`src/rtl/core/fa_clock_pkg.sv`:
```
// shared types and codes for the clock replacement frame allocator
// no dependencies
`default_nettype none
package fa_clock_pkg;

    localparam logic [1:0] KIND_ALLOC   = 2'd0;
    localparam logic [1:0] KIND_REF     = 2'd1;
    localparam logic [1:0] KIND_RELEASE = 2'd2;

    typedef enum logic [1:0] {
        ST_FREE  = 2'd0,
        ST_EVICT = 2'd1,
        ST_NONE  = 2'd2,
        ST_DONE  = 2'd3
    } t_status;

    // flag memory entry: bit 1 ring member, bit 0 reference
    localparam logic [1:0] FL_CLEAR  = 2'b00;
    localparam logic [1:0] FL_IN     = 2'b10;
    localparam logic [1:0] FL_IN_REF = 2'b11;

    typedef enum logic [1:0] {
        NS_HAND  = 2'd0,
        NS_CUR   = 2'd1,
        NS_FRAME = 2'd2
    } t_nsel;

    typedef enum logic {
        FS_FRAME = 1'b0,
        FS_NXQ   = 1'b1
    } t_fsel;

    typedef struct packed {
        logic    latch;
        t_nsel   nx_sel;
        t_fsel   fl_sel;
        logic    clr;
        logic    pop;
        logic    ins_a;
        logic    ins_b;
        logic    ins_fin;
        logic    ev_clr;
        logic    ev_pick;
        logic    ev_unlink;
        logic    rel_start;
        logic    rel_step;
        logic    rel_fin;
        logic    ref_set;
        logic    emit;
        t_status emit_st;
    } t_dp_cmd;

    typedef struct packed {
        logic [1:0] kind;
        logic       clr_last;
        logic       free_zero;
        logic       used_zero;
        logic       member;
        logic       ref_hit;
        logic       nx_is_frame;
    } t_dp_stat;

endpackage
`default_nettype wire

```
`src/rtl/core/fa_clock_ctrl.sv`:
```
// sequencing state machine for the frame allocator
// depends on fa_clock_pkg
`default_nettype none
module fa_clock_ctrl (
    input  wire logic                  i_clk,
    input  wire logic                  i_rst_n,
    input  wire logic                  start,
    output logic                       busy,
    input  fa_clock_pkg::t_dp_stat     i_stat,
    output fa_clock_pkg::t_dp_cmd      o_cmd
);

    typedef enum logic [17:0] {
        S_CLR   = 18'b000000000000000001,
        S_IDLE  = 18'b000000000000000010,
        S_DISP  = 18'b000000000000000100,
        S_POP   = 18'b000000000000001000,
        S_INS   = 18'b000000000000010000,
        S_INS2  = 18'b000000000000100000,
        S_ERD   = 18'b000000000001000000,
        S_ECHK  = 18'b000000000010000000,
        S_EWAIT = 18'b000000000100000000,
        S_VRD   = 18'b000000001000000000,
        S_VW    = 18'b000000010000000000,
        S_VWAIT = 18'b000000100000000000,
        S_LCHK  = 18'b000001000000000000,
        S_LWAIT = 18'b000010000000000000,
        S_LRD   = 18'b000100000000000000,
        S_LFR   = 18'b001000000000000000,
        S_LFW   = 18'b010000000000000000,
        S_RCHK  = 18'b100000000000000000
    } t_state;

    t_state r_state, n_state;
    logic   r_evict, n_evict;

    assign busy = (r_state != S_IDLE);

    always_comb begin
        n_state = r_state;
        n_evict = r_evict;
        o_cmd = '0;
        o_cmd.nx_sel = fa_clock_pkg::NS_HAND;
        o_cmd.fl_sel = fa_clock_pkg::FS_FRAME;
        o_cmd.emit_st = fa_clock_pkg::ST_DONE;
        unique case (r_state)
            S_CLR: begin
                o_cmd.clr = 1'b1;
                if (i_stat.clr_last) n_state = S_IDLE;
            end
            S_IDLE: begin
                if (start) begin
                    o_cmd.latch = 1'b1;
                    n_state = S_DISP;
                end
            end
            S_DISP: begin
                priority if (i_stat.kind == fa_clock_pkg::KIND_ALLOC) begin
                    priority if (!i_stat.free_zero) begin
                        n_evict = 1'b0;
                        n_state = S_POP;
                    end else if (!i_stat.used_zero) begin
                        n_evict = 1'b1;
                        n_state = S_ERD;
                    end else begin
                        o_cmd.emit = 1'b1;
                        o_cmd.emit_st = fa_clock_pkg::ST_NONE;
                        n_state = S_IDLE;
                    end
                end else if (i_stat.kind == fa_clock_pkg::KIND_REF) begin
                    n_state = S_RCHK;
                end else if (i_stat.kind == fa_clock_pkg::KIND_RELEASE) begin
                    n_state = S_LCHK;
                end else begin
                    o_cmd.emit = 1'b1;
                    n_state = S_IDLE;
                end
            end
            S_POP: begin
                o_cmd.pop = 1'b1;
                n_state = S_INS;
            end
            S_INS: begin
                o_cmd.ins_a = 1'b1;
                if (i_stat.used_zero) begin
                    o_cmd.ins_fin = 1'b1;
                    o_cmd.emit = 1'b1;
                    o_cmd.emit_st = r_evict ? fa_clock_pkg::ST_EVICT : fa_clock_pkg::ST_FREE;
                    n_state = S_IDLE;
                end else begin
                    n_state = S_INS2;
                end
            end
            S_INS2: begin
                o_cmd.ins_b = 1'b1;
                o_cmd.ins_fin = 1'b1;
                o_cmd.emit = 1'b1;
                o_cmd.emit_st = r_evict ? fa_clock_pkg::ST_EVICT : fa_clock_pkg::ST_FREE;
                n_state = S_IDLE;
            end
            S_ERD: begin
                o_cmd.fl_sel = fa_clock_pkg::FS_NXQ;
                n_state = S_ECHK;
            end
            S_ECHK: begin
                if (i_stat.ref_hit) begin
                    o_cmd.ev_clr = 1'b1;
                    n_state = S_EWAIT;
                end else begin
                    o_cmd.ev_pick = 1'b1;
                    n_state = S_VRD;
                end
            end
            S_EWAIT: n_state = S_ERD;
            S_VRD: begin
                o_cmd.nx_sel = fa_clock_pkg::NS_CUR;
                n_state = S_VW;
            end
            S_VW: begin
                o_cmd.ev_unlink = 1'b1;
                n_state = S_VWAIT;
            end
            S_VWAIT: n_state = S_INS;
            S_LCHK: begin
                if (i_stat.member) begin
                    o_cmd.rel_start = 1'b1;
                    n_state = S_LWAIT;
                end else begin
                    o_cmd.emit = 1'b1;
                    n_state = S_IDLE;
                end
            end
            S_LWAIT: begin
                o_cmd.nx_sel = fa_clock_pkg::NS_CUR;
                n_state = S_LRD;
            end
            S_LRD: begin
                o_cmd.nx_sel = fa_clock_pkg::NS_CUR;
                if (i_stat.nx_is_frame) begin
                    n_state = S_LFR;
                end else begin
                    o_cmd.rel_step = 1'b1;
                    n_state = S_LWAIT;
                end
            end
            S_LFR: begin
                o_cmd.nx_sel = fa_clock_pkg::NS_FRAME;
                n_state = S_LFW;
            end
            S_LFW: begin
                o_cmd.rel_fin = 1'b1;
                o_cmd.emit = 1'b1;
                n_state = S_IDLE;
            end
            S_RCHK: begin
                o_cmd.ref_set = i_stat.member;
                o_cmd.emit = 1'b1;
                n_state = S_IDLE;
            end
            default: n_state = S_IDLE;
        endcase
    end

    always_ff @(posedge i_clk) begin
        if (!i_rst_n) begin
            r_state <= S_CLR;
            r_evict <= 1'b0;
        end else begin
            r_state <= n_state;
            r_evict <= n_evict;
        end
    end

endmodule
`default_nettype wire

```
`config.mk`:
```
export PLATFORM = sky130hd
export DESIGN_NAME = fa_clock_ctrl
export DESIGN_NICKNAME = d
export VERILOG_FILES = /design/src/rtl/core/fa_clock_pkg.sv /design/src/rtl/core/fa_clock_ctrl.sv
export SDC_FILE = /design/constraint.sdc
export NUM_CORES = 1
export LEC_CHECK = 0
export ABC_AREA = 1
export BUFFER_PORTS_ARGS = -buffer_cell sky130_fd_sc_hd__buf_2
export CORE_ASPECT_RATIO = 1.4
export CORE_MARGIN = 10
export CORE_UTILIZATION = 50
export DETAILED_ROUTE_END_ITERATION = 12
export GPL_TIMING_DRIVEN = 0
export PLACE_DENSITY = 0.82
export SETUP_SLACK_MARGIN = 0.5
export SYNTH_ARGS = -nofsm -noshare
export SYNTH_HDL_FRONTEND = slang
export SYNTH_SLANG_ARGS = --single-unit
```
`constraint.sdc`:
```
create_clock -name i_clk -period 1.8 [get_ports i_clk]
set_clock_uncertainty 0.1 [all_clocks]
set_input_delay 0.18 -clock i_clk [delete_from_list [all_inputs] [get_ports i_clk]]
set_output_delay 0.18 -clock i_clk [all_outputs]
set_load 0.01 [all_outputs]
```
==> impl_metrics.py, run 1 <==
metrics = {
    "run_status": {
        "run_status": "aborted with a tool error",
        "haltStage": "global routing",
        "error_line": "[ERROR DPL-0038] Utilization greater than 100%, impossible to legalize",
    },
    "floorplanning": {
        "ios": 31,
        "die_w_um": 64.9,
        "die_y_um": 82.8,
        "core.rowCount": 22,
        "start_util_pct": 52.8,
    },
    "yosys": {
        "synthAdderAreaFrac_pct": 2.66,
        "synth_top_family_by_area": "simple AND/OR/NAND/NOR gates",
        "synth_top_cell_by_area": "dfxtp_1",
        "netlist_top_cells_area": "dfxtp_1, nand2_1, nor2_1, inv_1, nand3_1",
        "syn-cell-area_um2": 1410,
        "synth_top_area_share_pct": 27.0,
        "ys_warn_count": 0,
        "ys_seq_area_share_pct": 27.0,
        "ys_types": 30,
        "synth-simple-area-share_pct": 54.5,
        "yosys-top-cells-count": "nand2_1, nor2_1, inv_1, nand3_1, dfxtp_1",
        "synth_mux_area_share_pct": 0,
        "synth-seq-cells": 19,
        "synth.most_common_cell": "nand2_1",
        "avgSynthCellArea_um2": 6.24,
        "synth-xor-area-share_pct": 0,
        "synth_fp_nets": 240,
        "synth_edf_count": 0,
        "synth_compound_area_share_pct": 4.26,
        "async_flop_share_pct": 0,
        "netlist_instances": 226,
        "synth_top_flop_cell": "dfxtp_1",
    },
    "clock_tree": {
        "cts_root_buf": "clkbuf_4",
        "clock_path_buffers": 2,
        "cts_num_sinks": 19,
        "h-tree-depth": 1,
        "numCtsBuffers": 3,
    },
    "timing": {
        "worst_endpoint_kind": "output port",
        "crit_endpoint": "o_cmd[0]",
    },
    "place": {
        "port_buffers": 29,
        "routabilityCongestion": 0.872,
        "place_hpwl_mm": 3.11,
    },
    "global_route": {
        "grt_max_degree": 12,
    },
}
[what timing repair did]
action	CTS
hold buffers	2
setup endpoints to repair	39
setup buffers	48
hold endpoints to repair	2
pin swaps	31
resized for setup	69
[per-stage QoR]
| stage | instance area (µm²) | hold slack [ns] | worst slack [ns] | instances |
|---|---|---|---|---|
| 2_1_floorplan | 1560 | 0.150 | 0.247 | 226 |
| 3_3_place_gp | 1750 | 0.255 | 0.0214 | 291 |
| 3_5_place_dp | 1750 | 0.262 | 0.0354 | 291 |
| 4_1_cts | 2430 | 0.0339 | -0.163 | 345 |
[cells by family after synthesis]
group	count (synthesis)
buffers and inverters	43
adders and majority gates	3
AOI/OAI and AO/OA	10
DFF	19
and+or+nand+nor	151
==> inputs of run 2 (changes only) <==
--- a/config.mk
+++ b/config.mk
@@ -7,13 +7,11 @@
 export LEC_CHECK = 0
 export ABC_AREA = 1
 export BUFFER_PORTS_ARGS = -buffer_cell sky130_fd_sc_hd__buf_2
-export CORE_ASPECT_RATIO = 1.4
 export CORE_MARGIN = 10
-export CORE_UTILIZATION = 50
+export CORE_UTILIZATION = 35
 export DETAILED_ROUTE_END_ITERATION = 12
 export GPL_TIMING_DRIVEN = 0
-export PLACE_DENSITY = 0.82
-export SETUP_SLACK_MARGIN = 0.5
+export PLACE_DENSITY_LB_ADDON = 0.15
 export SYNTH_ARGS = -nofsm -noshare
 export SYNTH_HDL_FRONTEND = slang
 export SYNTH_SLANG_ARGS = --single-unit
==> impl_metrics.py, run 2 <==
metrics = {
    "layout": {
        "drive_above_1_share_pct": 49.2,
        "fin_util_pct": 56.6,
        "final_area_um2": 2230,
        "final_nets": 316,
        "antenna_cells": 0,
        "final_cell_mix": "buf_4, nand2_1, nor2_1, inv_1, buf_2",
        "final_common_cell": "buf_4",
        "max_flop_register": "r_state",
        "reg_top3": "r_state (18), r_evict (1)",
        "areaGrowthSynthToFinish_pct": 58.2,
        "largest_reg_flops": 18,
    },
    "yosys": {
        "netlist_instances": 226,
        "avgSynthCellArea_um2": 6.24,
        "yosys-top-cells-count": "nand2_1, nor2_1, inv_1, nand3_1, dfxtp_1",
        "synth_top_flop_cell": "dfxtp_1",
        "ys_types": 30,
        "syn-cell-area_um2": 1410,
        "ys_warn_count": 0,
        "synth_top_cell_by_area": "dfxtp_1",
        "synth_fp_nets": 240,
        "async_flop_share_pct": 0,
        "synth.most_common_cell": "nand2_1",
        "synth-seq-cells": 19,
        "ys_seq_area_share_pct": 27.0,
        "netlist_top_cells_area": "dfxtp_1, nand2_1, nor2_1, inv_1, nand3_1",
        "synth_top_area_share_pct": 27.0,
        "synth_edf_count": 0,
    },
    "power_and_ir_drop": {
        "power.density_nw_per_um2": 418,
        "vdd_drop_max_mv": 0.315,
        "total_power_w": 0.000933,
        "leakage_nw": 1.17,
    },
    "floorplanning": {
        "dieArea_um2": 6970,
        "die_w_um": 83.5,
        "ios": 31,
        "start_util_pct": 35.8,
        "core_area_um2": 3940,
        "core.rowCount": 23,
        "die_y_um": 83.5,
    },
    "timing": {
        "final.setup.worst_slack_ns": -0.133,
        "period_needed_ns": 1.93,
        "slew_violations": 0,
        "worst_pin_slew_ns": 0.655,
        "relSlewSlack_pct": 56.3,
        "rsz0062_at_grt": "true",
        "post-route-period-util_pct": 107,
        "hold_ws_ns": 0.00783,
        "hold_viol_final": 0,
        "fmax_ghz": 0.517,
        "setup_viol": 16,
    },
    "drt": {
        "routed_wl_mm": 4.78,
        "via_count": 1702,
        "drc": 0,
        "drt-initial-drc-count": 104,
        "routed_via_density": 4.85,
        "wl_met3_um": 246,
        "ant_nets": 0,
        "wl_met1_mm": 2.04,
        "highest_layer": "met4",
        "wl_met2_mm": 2.43,
        "wl_per_cell_um": 13.6,
        "first_pass_iters": 4,
    },
    "job": {
        "cap_violations": 0,
    },
    "global_route": {
        "grt_pass1_vias": 1702,
        "grtUsageTotal_pct": 12.5,
        "overflow": 0,
        "grt_max_degree": 12,
        "grt_pass1_wl_mm": 7.45,
        "grt_antenna_before_repair": 0,
    },
    "clock_tree": {
        "cts_tree": "done",
        "cts_num_sinks": 19,
        "numCtsBuffers": 3,
        "clk_pin_slew_worst_paths_ns": 0.07,
        "clock_latency_ns": 0.26,
        "h-tree-depth": 1,
        "clock_path_buffers": 2,
        "cts_root_buf": "clkbuf_8",
    },
    "critical_path": {
        "cp_max_fo": 6,
        "cp-startpoint": "r_state[11]",
        "worstReg2RegStart": "r_state[11]",
        "worst_setup_path_end_kind": "primary output",
        "path_class": "reg2out",
        "cp_data_arrival_time_ns": 1.65,
        "required_ns": 1.52,
        "rrSetupSlack_ns": 0.07,
        "crit_path_start_kind": "register",
    },
    "place": {
        "port_buffers": 29,
        "place_area_um2": 1620,
        "routabilityCongestion": 0.838,
        "placement.setup.worst_slack_ns": -0.0841,
        "place_hpwl_mm": 3.06,
    },
    "run_status": {
        "violations": "negative setup slack",
        "run_status": "complete, but fails checks",
    },
    "min_path": {
        "hp-class": "in2reg",
        "worstHoldStart": "i_stat[1]",
    },
}
[run 2: cell counts after synthesis]
No cell type changed its count.
[run 2: final timing paths]
path,cells after the start,endpoint
setup / recovery,7,o_cmd[14]
hold / removal,2,r_state[9]
hold reg to reg,2,r_evict
setup reg to reg,9,r_state[16]
[run 2: layer usage]
| layer | GRT usage, % | vias up |
|---|---|---|
| li1 | - | 873 |
| met5 | 0 | - |
| met1 | 13.8 | 790 |
| met2 | 22.3 | 33 |
| met3 | 3.52 | 6 |
| met4 | 4.11 | 0 |
[run 2: layout make-up]
cell class                 count  area, µm²
inverter                      40        151
clock buffer                   3       41.3
tap                           50       62.6
timing repair buffer          71        497
multi-input combinational    164       1050
fill                         372       1710
sequential                    19        404
clock inverter                 1       5.00
buffer                         3       15.0
[run 2: power by group]
part | internal [W] | total, W | switching [W]
sequential | 0.000421 | 0.000426 | 0.00000528
combinational | 0.0000803 | 0.000196 | 0.000116
clock | 0.000154 | 0.000311 | 0.000157
[run 2: repair_timing]
item                                   4_1_cts  5_1_grt
hold buffers                                 1        0
setup buffers                               25       16
setup endpoints to repair                   20       23
endpoints found under the hold margin        1        0
pin swaps                                   18       23
resized for setup                           45       27
[run 2: metrics by stage]
step                      TNS [ns]  std cells
after CTS                   -0.722        335
after global routing         -2.71        351
after detailed placement    -0.100        305
after floorplan                  0        226
final                        -1.01        351
after global placement      -0.139        305
[run 2: kinds of logic after synthesis]
| family | share of synthesized area, % |
|---|---|
| compound gates | 4.26 |
| fa+ha+maj | 2.66 |
| simple gates | 54.5 |
| buf+inv | 11.6 |
| flops | 27.0 |
[run 2: critical path: stages (launching register included)]
cell     delay [ns]
dfxtp_4        0.35
nor2_4         0.14
nand2_4        0.09
nor2_4         0.18
buf_4          0.18
nand2_1        0.09
nor4_1         0.18
buf_2          0.18
(Power assumes the default switching activity.)
==> inputs of run 3 (changes only) <==
--- a/config.mk
+++ b/config.mk
@@ -5,11 +5,10 @@
 export SDC_FILE = /design/constraint.sdc
 export NUM_CORES = 1
 export LEC_CHECK = 0
-export ABC_AREA = 1
 export BUFFER_PORTS_ARGS = -buffer_cell sky130_fd_sc_hd__buf_2
-export CORE_MARGIN = 10
-export CORE_UTILIZATION = 35
+export CORE_AREA = 10 10 71 73
 export DETAILED_ROUTE_END_ITERATION = 12
+export DIE_AREA = 0 0 81 83
 export GPL_TIMING_DRIVEN = 0
 export PLACE_DENSITY_LB_ADDON = 0.15
 export SYNTH_ARGS = -nofsm -noshare
==> impl_metrics.py, run 3 <==
metrics = {
    "run_status": {
        "run_status": "complete, but fails checks",
        "violations": "negative setup slack",
    },
    "layout": {
        "areaGrowthSynthToFinish_pct": 65.2,
        "final_common_cell": "buf_4",
        "largest_reg_flops": 18,
        "reg_top3": "r_state (18), r_evict (1)",
        "antenna_cells": 0,
        "max_flop_register": "r_state",
        "final_cell_mix": "buf_4, buf_2, nor2_1, dfxtp_1, buf_6",
        "fin_cells": 265,
        "final_area_um2": 2070,
        "final_nets": 232,
        "drive_above_1_share_pct": 59.4,
    },
    "power_and_ir_drop": {
        "seqPwrFrac_pct": 45.4,
        "p_int_w": 0.000678,
        "switching_power_w": 0.000264,
        "swShare_pct": 28.0,
        "power.density_nw_per_um2": 455,
        "vdd_drop_max_mv": 0.336,
        "power_frac_clock_pct": 32.6,
        "total_power_w": 0.000942,
        "leakage_nw": 0.864,
        "p_comb_share_pct": 22.0,
    },
    "global_route": {
        "grt_pass1_vias": 1440,
        "overflow": 0,
        "grt_max_degree": 12,
        "grtUsageTotal_pct": 12.1,
        "grt_pass1_wl_mm": 6.62,
        "grt_antenna_before_repair": 0,
    },
    "timing": {
        "hold_viol_final": 0,
        "final.setup.worst_slack_ns": -0.702,
        "fmax_ghz": 0.400,
        "fin_setup_tns_ns": -18.05,
        "rsz0062_at_grt": "true",
        "post-route-period-util_pct": 139,
        "period_needed_ns": 2.50,
        "worst_pin_slew_ns": 0.399,
        "setup_viol": 37,
        "relSlewSlack_pct": 72.7,
        "slew_violations": 0,
    },
    "drt": {
        "drc": 0,
        "first_pass_iters": 4,
        "routed_wl_mm": 4.14,
        "drt-initial-drc-count": 54,
        "ant_nets": 0,
        "routed_via_density": 5.22,
        "via_count": 1384,
        "wl_per_cell_um": 15.6,
    },
    "critical_path": {
        "cp_data_arrival_time_ns": 2.22,
        "critical-path-max-stage-delay_ns": 0.58,
        "crit_path_start_kind": "register",
        "cp_max_fo": 4,
        "worst_setup_path_end_kind": "primary output",
        "required_ns": 1.52,
        "cp_slowest_cell": "or4_4",
        "path_class": "reg2out",
        "cp_cell_sequence": "or4_4, buf_4, nor2_4, nand3_4, nor4b_4, a21oi_2, o22a_1, buf_2",
    },
    "yosys": {
        "netlist_instances": 149,
        "yosys-top-cells-count": "dfxtp_1, nor2_1, inv_1, o21ai_0",
        "synth.most_common_cell": "dfxtp_1",
        "synth_top_cell_by_area": "dfxtp_1",
        "synth-seq-cells": 19,
        "avgSynthCellArea_um2": 8.41,
        "synthAdderAreaFrac_pct": 3.00,
        "synth_top_flop_cell": "dfxtp_1",
        "synth_top_area_share_pct": 30.4,
        "synth_top_family_by_area": "simple AND/OR/NAND/NOR gates",
        "synth_fp_nets": 163,
        "synth_mux_area_share_pct": 0,
        "ys_seq_area_share_pct": 30.4,
        "async_flop_share_pct": 0,
        "synth-simple-area-share_pct": 45.3,
        "ys_warn_count": 0,
        "synth-xor-area-share_pct": 4.20,
        "synth_compound_area_share_pct": 10.9,
        "syn-cell-area_um2": 1250,
        "ys_types": 45,
        "netlist_top_cells_area": "dfxtp_1, nor2_1, o21ai_0, ha_1, nor4_2",
        "synth_edf_count": 0,
    },
    "floorplanning": {
        "core.rowCount": 22,
        "dieArea_um2": 6720,
        "die_w_um": 81,
        "core_area_um2": 3630,
        "start_util_pct": 34.5,
        "ios": 31,
        "die_y_um": 83,
    },
    "place": {
        "place_hpwl_mm": 2.69,
        "placement.setup.worst_slack_ns": -0.704,
        "place_area_um2": 1510,
        "routabilityCongestion": 0.827,
        "port_buffers": 30,
        "placed_cells": 227,
    },
    "job": {
        "cap_violations": 0,
    },
    "clock_tree": {
        "numCtsBuffers": 3,
        "h-tree-depth": 1,
        "clk_pin_slew_worst_paths_ns": 0.08,
        "clock_path_buffers": 2,
        "cts_num_sinks": 19,
        "cts_tree": "done",
        "clock_latency_ns": 0.26,
        "cts_root_buf": "clkbuf_8",
    },
    "min_path": {
        "hp-class": "in2reg",
    },
}
run 3: cell types whose count changed after synthesis, sizes merged, moves of 5 or more:
cell / previous run / this run
nor2: 49 / 23
inv: 39 / 9
or3: 0 / 5
nor3: 14 / 8
nand3: 23 / 6
nand2: 48 / 4
run 3: cell families after synthesis:
logic type      count (synthesis)
buf+inv                        15
fa+ha+maj                       3
compound gates                 21
xor+xnor                        6
flops                          19
simple gates                   85
run 3: cell type report:
class / instances / area [µm²]
Inverter: 9 / 33.8
Fill cell: 315 / 1560
Timing Repair Buffer: 67 / 475
Buffer: 3 / 23.8
Sequential cell: 19 / 402
Clock buffer: 3 / 41.3
Multi-Input combinational cell: 115 / 1030
Clock inverter: 1 / 5.00
Tap cell: 48 / 60.1
run 3: power groups by stage:
stage | logic (W) | registers [W] | clock network (W)
after detailed placement | 0.000113 | 0.000444 | 0
after CTS | 0.000175 | 0.000428 | 0.000313
after global routing | 0.000224 | 0.000429 | 0.000337
after floorplan | 0.0000730 | 0.000442 | 0
after global placement | 0.000111 | 0.000443 | 0
final | 0.000207 | 0.000428 | 0.000307
run 3: layer usage:
metal / global-route usage (%) / share of wire [%]
met5: 0 / 0
met4: 3.29 / 1.9
met3: 3.99 / 5.8
met2: 21.0 / 52
met1: 13.4 / 40
run 3: metrics by stage:
stage | hold WS, ns | utilization [%]
floorplan | 0.144 | -
global placement | 0.268 | 41.4
detailed placement | 0.275 | 41.4
CTS | 0.0498 | 52.1
global route | 0.0720 | 57.0
finish | 0.0608 | 57.0
run 3: repair_timing:
| item | in CTS | in global routing |
|---|---|---|
| cloned | 1 | 0 |
| endpoints found under the setup margin | 39 | 39 |
| hold buffers | 1 | 0 |
| resized for setup | 41 | 24 |
| hold endpoints to repair | 1 | 0 |
| pin swaps | 20 | 15 |
| buffers inserted | 26 | 10 |
run 3: worst paths after layout:
kind | start | end | slack, ns | cells past startpoint
hold / removal | i_stat[4] | r_state[3] | 0.06 | 2
setup / recovery | r_state[14] | o_cmd[0] | -0.70 | 8
hold reg to reg | r_evict | r_evict | 0.43 | 1
setup reg to reg | r_state[14] | r_state[5] | -0.64 | 9
run 3: critical path: cells and delay by family, from the launching register on:
kind,cells,cell delay (ns)
buf+inv,2,0.31
compound gates,2,0.27
simple gates,4,1.05
flops,1,0.34
==> inputs of run 4 (changes only) <==
==> constraint.sdc (replaced) <==
create_clock -name i_clk -period 2.4 [get_ports i_clk]
set_clock_uncertainty 0.1 [all_clocks]
set_input_delay 0.24 -clock i_clk [delete_from_list [all_inputs] [get_ports i_clk]]
set_output_delay 0.24 -clock i_clk [all_outputs]
set_load 0.01 [all_outputs]
==> impl_metrics.py, run 4 (synthesized netlist as in run 3, its figures left out) <==
metrics = {
    "run_status": {
        "run_status": "complete, but fails checks",
        "violations": "negative setup slack",
    },
    "critical_path": {
        "required_ns": 2.06,
        "critical-path-max-stage-delay_ns": 0.60,
        "cp_cell_sequence": "or4_4, nor2_4, nand3_4, nor4b_4, a21oi_2, o22a_1, buf_2",
        "cp_max_fo": 4,
        "worst_setup_path_end_kind": "primary output",
        "cp_slowest_cell": "or4_4",
        "cp_data_arrival_time_ns": 2.14,
        "crit_path_start_kind": "register",
        "path_class": "reg2out",
    },
    "layout": {
        "drive_above_1_share_pct": 52.9,
        "final_cell_mix": "buf_2, buf_4, nor2_1, dfxtp_1, buf_6",
        "final_nets": 221,
        "fill_cells": 347,
        "antenna_cells": 0,
        "final_common_cell": "buf_2",
        "largest_reg_flops": 18,
        "reg_top3": "r_state (18), r_evict (1)",
        "areaGrowthSynthToFinish_pct": 54.1,
        "max_flop_register": "r_state",
        "fin_cells": 254,
    },
    "global_route": {
        "grt_pass1_vias": 1311,
        "overflow": 0,
        "grtUsageTotal_pct": 10.9,
        "grt_pass1_wl_mm": 6.04,
        "grt_max_degree": 12,
        "grt_antenna_before_repair": 0,
    },
    "timing": {
        "hold_ws_ns": 0.0852,
        "fin_setup_tns_ns": -0.325,
        "post-route-period-util_pct": 104,
        "slew_violations": 0,
        "period_needed_ns": 2.48,
        "fmax_ghz": 0.402,
        "relSlewSlack_pct": 67.2,
        "final.setup.worst_slack_ns": -0.0850,
        "setup_viol": 8,
        "rsz0062_at_grt": "true",
        "hold_viol_final": 0,
        "worst_pin_slew_ns": 0.492,
    },
    "clock_tree": {
        "clock_path_buffers": 2,
        "cts_num_sinks": 19,
        "cts_tree": "done",
        "numCtsBuffers": 3,
        "clock_latency_ns": 0.27,
        "clk_pin_slew_worst_paths_ns": 0.08,
        "h-tree-depth": 1,
        "cts_root_buf": "clkbuf_8",
    },
    "power_and_ir_drop": {
        "switching_power_w": 0.000197,
        "power_frac_clock_pct": 33.9,
        "vdd_drop_max_mv": 0.231,
        "seqPwrFrac_pct": 46.6,
        "power.density_nw_per_um2": 361,
        "swShare_pct": 28.2,
        "p_comb_share_pct": 19.5,
        "leakage_nw": 0.812,
        "p_int_w": 0.000500,
        "total_power_w": 0.000697,
    },
    "drt": {
        "first_pass_iters": 4,
        "routed_via_density": 5.24,
        "wl_per_cell_um": 14.9,
        "drc": 0,
        "routed_wl_mm": 3.79,
        "ant_nets": 0,
        "via_count": 1331,
        "drt-initial-drc-count": 46,
    },
    "place": {
        "place_hpwl_mm": 2.64,
        "placed_cells": 227,
        "port_buffers": 30,
        "routabilityCongestion": 0.881,
    },
    "floorplanning": {
        "die_w_um": 81,
        "core.rowCount": 22,
        "start_util_pct": 34.5,
        "core_area_um2": 3630,
        "dieArea_um2": 6720,
        "ios": 31,
        "die_y_um": 83,
    },
    "job": {
        "cap_violations": 0,
    },
    "min_path": {
        "hp-class": "in2reg",
    },
}
[run 4: final timing paths]
kind | from | end | slack (ns) | cells after the start
min reg2reg | r_state[7] | r_state[7] | 0.43 | 1
max | r_state[14] | o_cmd[0] | -0.08 | 7
min | i_stat[1] | r_state[9] | 0.09 | 2
max reg2reg | r_state[14] | r_state[5] | 0.01 | 9
[run 4: per-stage QoR]
stage | worst slack [ns] | utilization (%) | instance area [µm²]
after floorplan | 0.0308 | - | 1260
after global placement | -0.188 | 40.5 | 1470
after detailed placement | -0.182 | 40.5 | 1470
after CTS | -0.105 | 47.3 | 1720
after global routing | -0.181 | 53.1 | 1930
final | -0.0850 | 53.1 | 1930
[run 4: metal layers]
layer  global-route usage, %  up-vias  part of all wire, %  wire, µm
met1                    12.9      636                   45      1700
met3                    3.66        7                  5.5       207
met4                    5.01        0                  2.1        80
met5                       0        -                    0         0
met2                    17.1       32                   47      1800
li1                        -      656                    -         -
[run 4: what timing repair did]
item	CTS	global route
setup endpoints to repair	29	25
cloned	1	0
pin swaps	12	16
hold buffers	0	0
setup buffers	19	6
gates resized for setup	21	37
[run 4: power groups by stage]
stage          logic (W)  clock network [W]  registers (W)
5_1_grt         0.000149           0.000249       0.000325
3_3_place_gp   0.0000810                  0       0.000332
4_1_cts         0.000104           0.000238       0.000324
2_1_floorplan  0.0000521                  0       0.000330
3_5_place_dp   0.0000812                  0       0.000332
6_report        0.000136           0.000236       0.000325
[run 4: cell type report]
class / count / area [µm²] / share of cell area, %
timing repair buffer: 56 / 395 / 20.5
inverter: 9 / 33.8 / 1.75
tap: 48 / 60.1 / 3.11
buffer: 3 / 22.5 / 1.17
clock buffer: 3 / 41.3 / 2.14
multi-input combinational: 115 / 977 / 50.6
clock inverter: 1 / 5.00 / 0.259
sequential: 19 / 395 / 20.5
[run 4: worst max-delay path: cells and delay by family, from the launching register on]
kind                   cells  cell delay, ns
buffers and inverters      1            0.14
and+or+nand+nor            4            1.13
AOI/OAI and AO/OA          2            0.27
DFF                        1            0.34
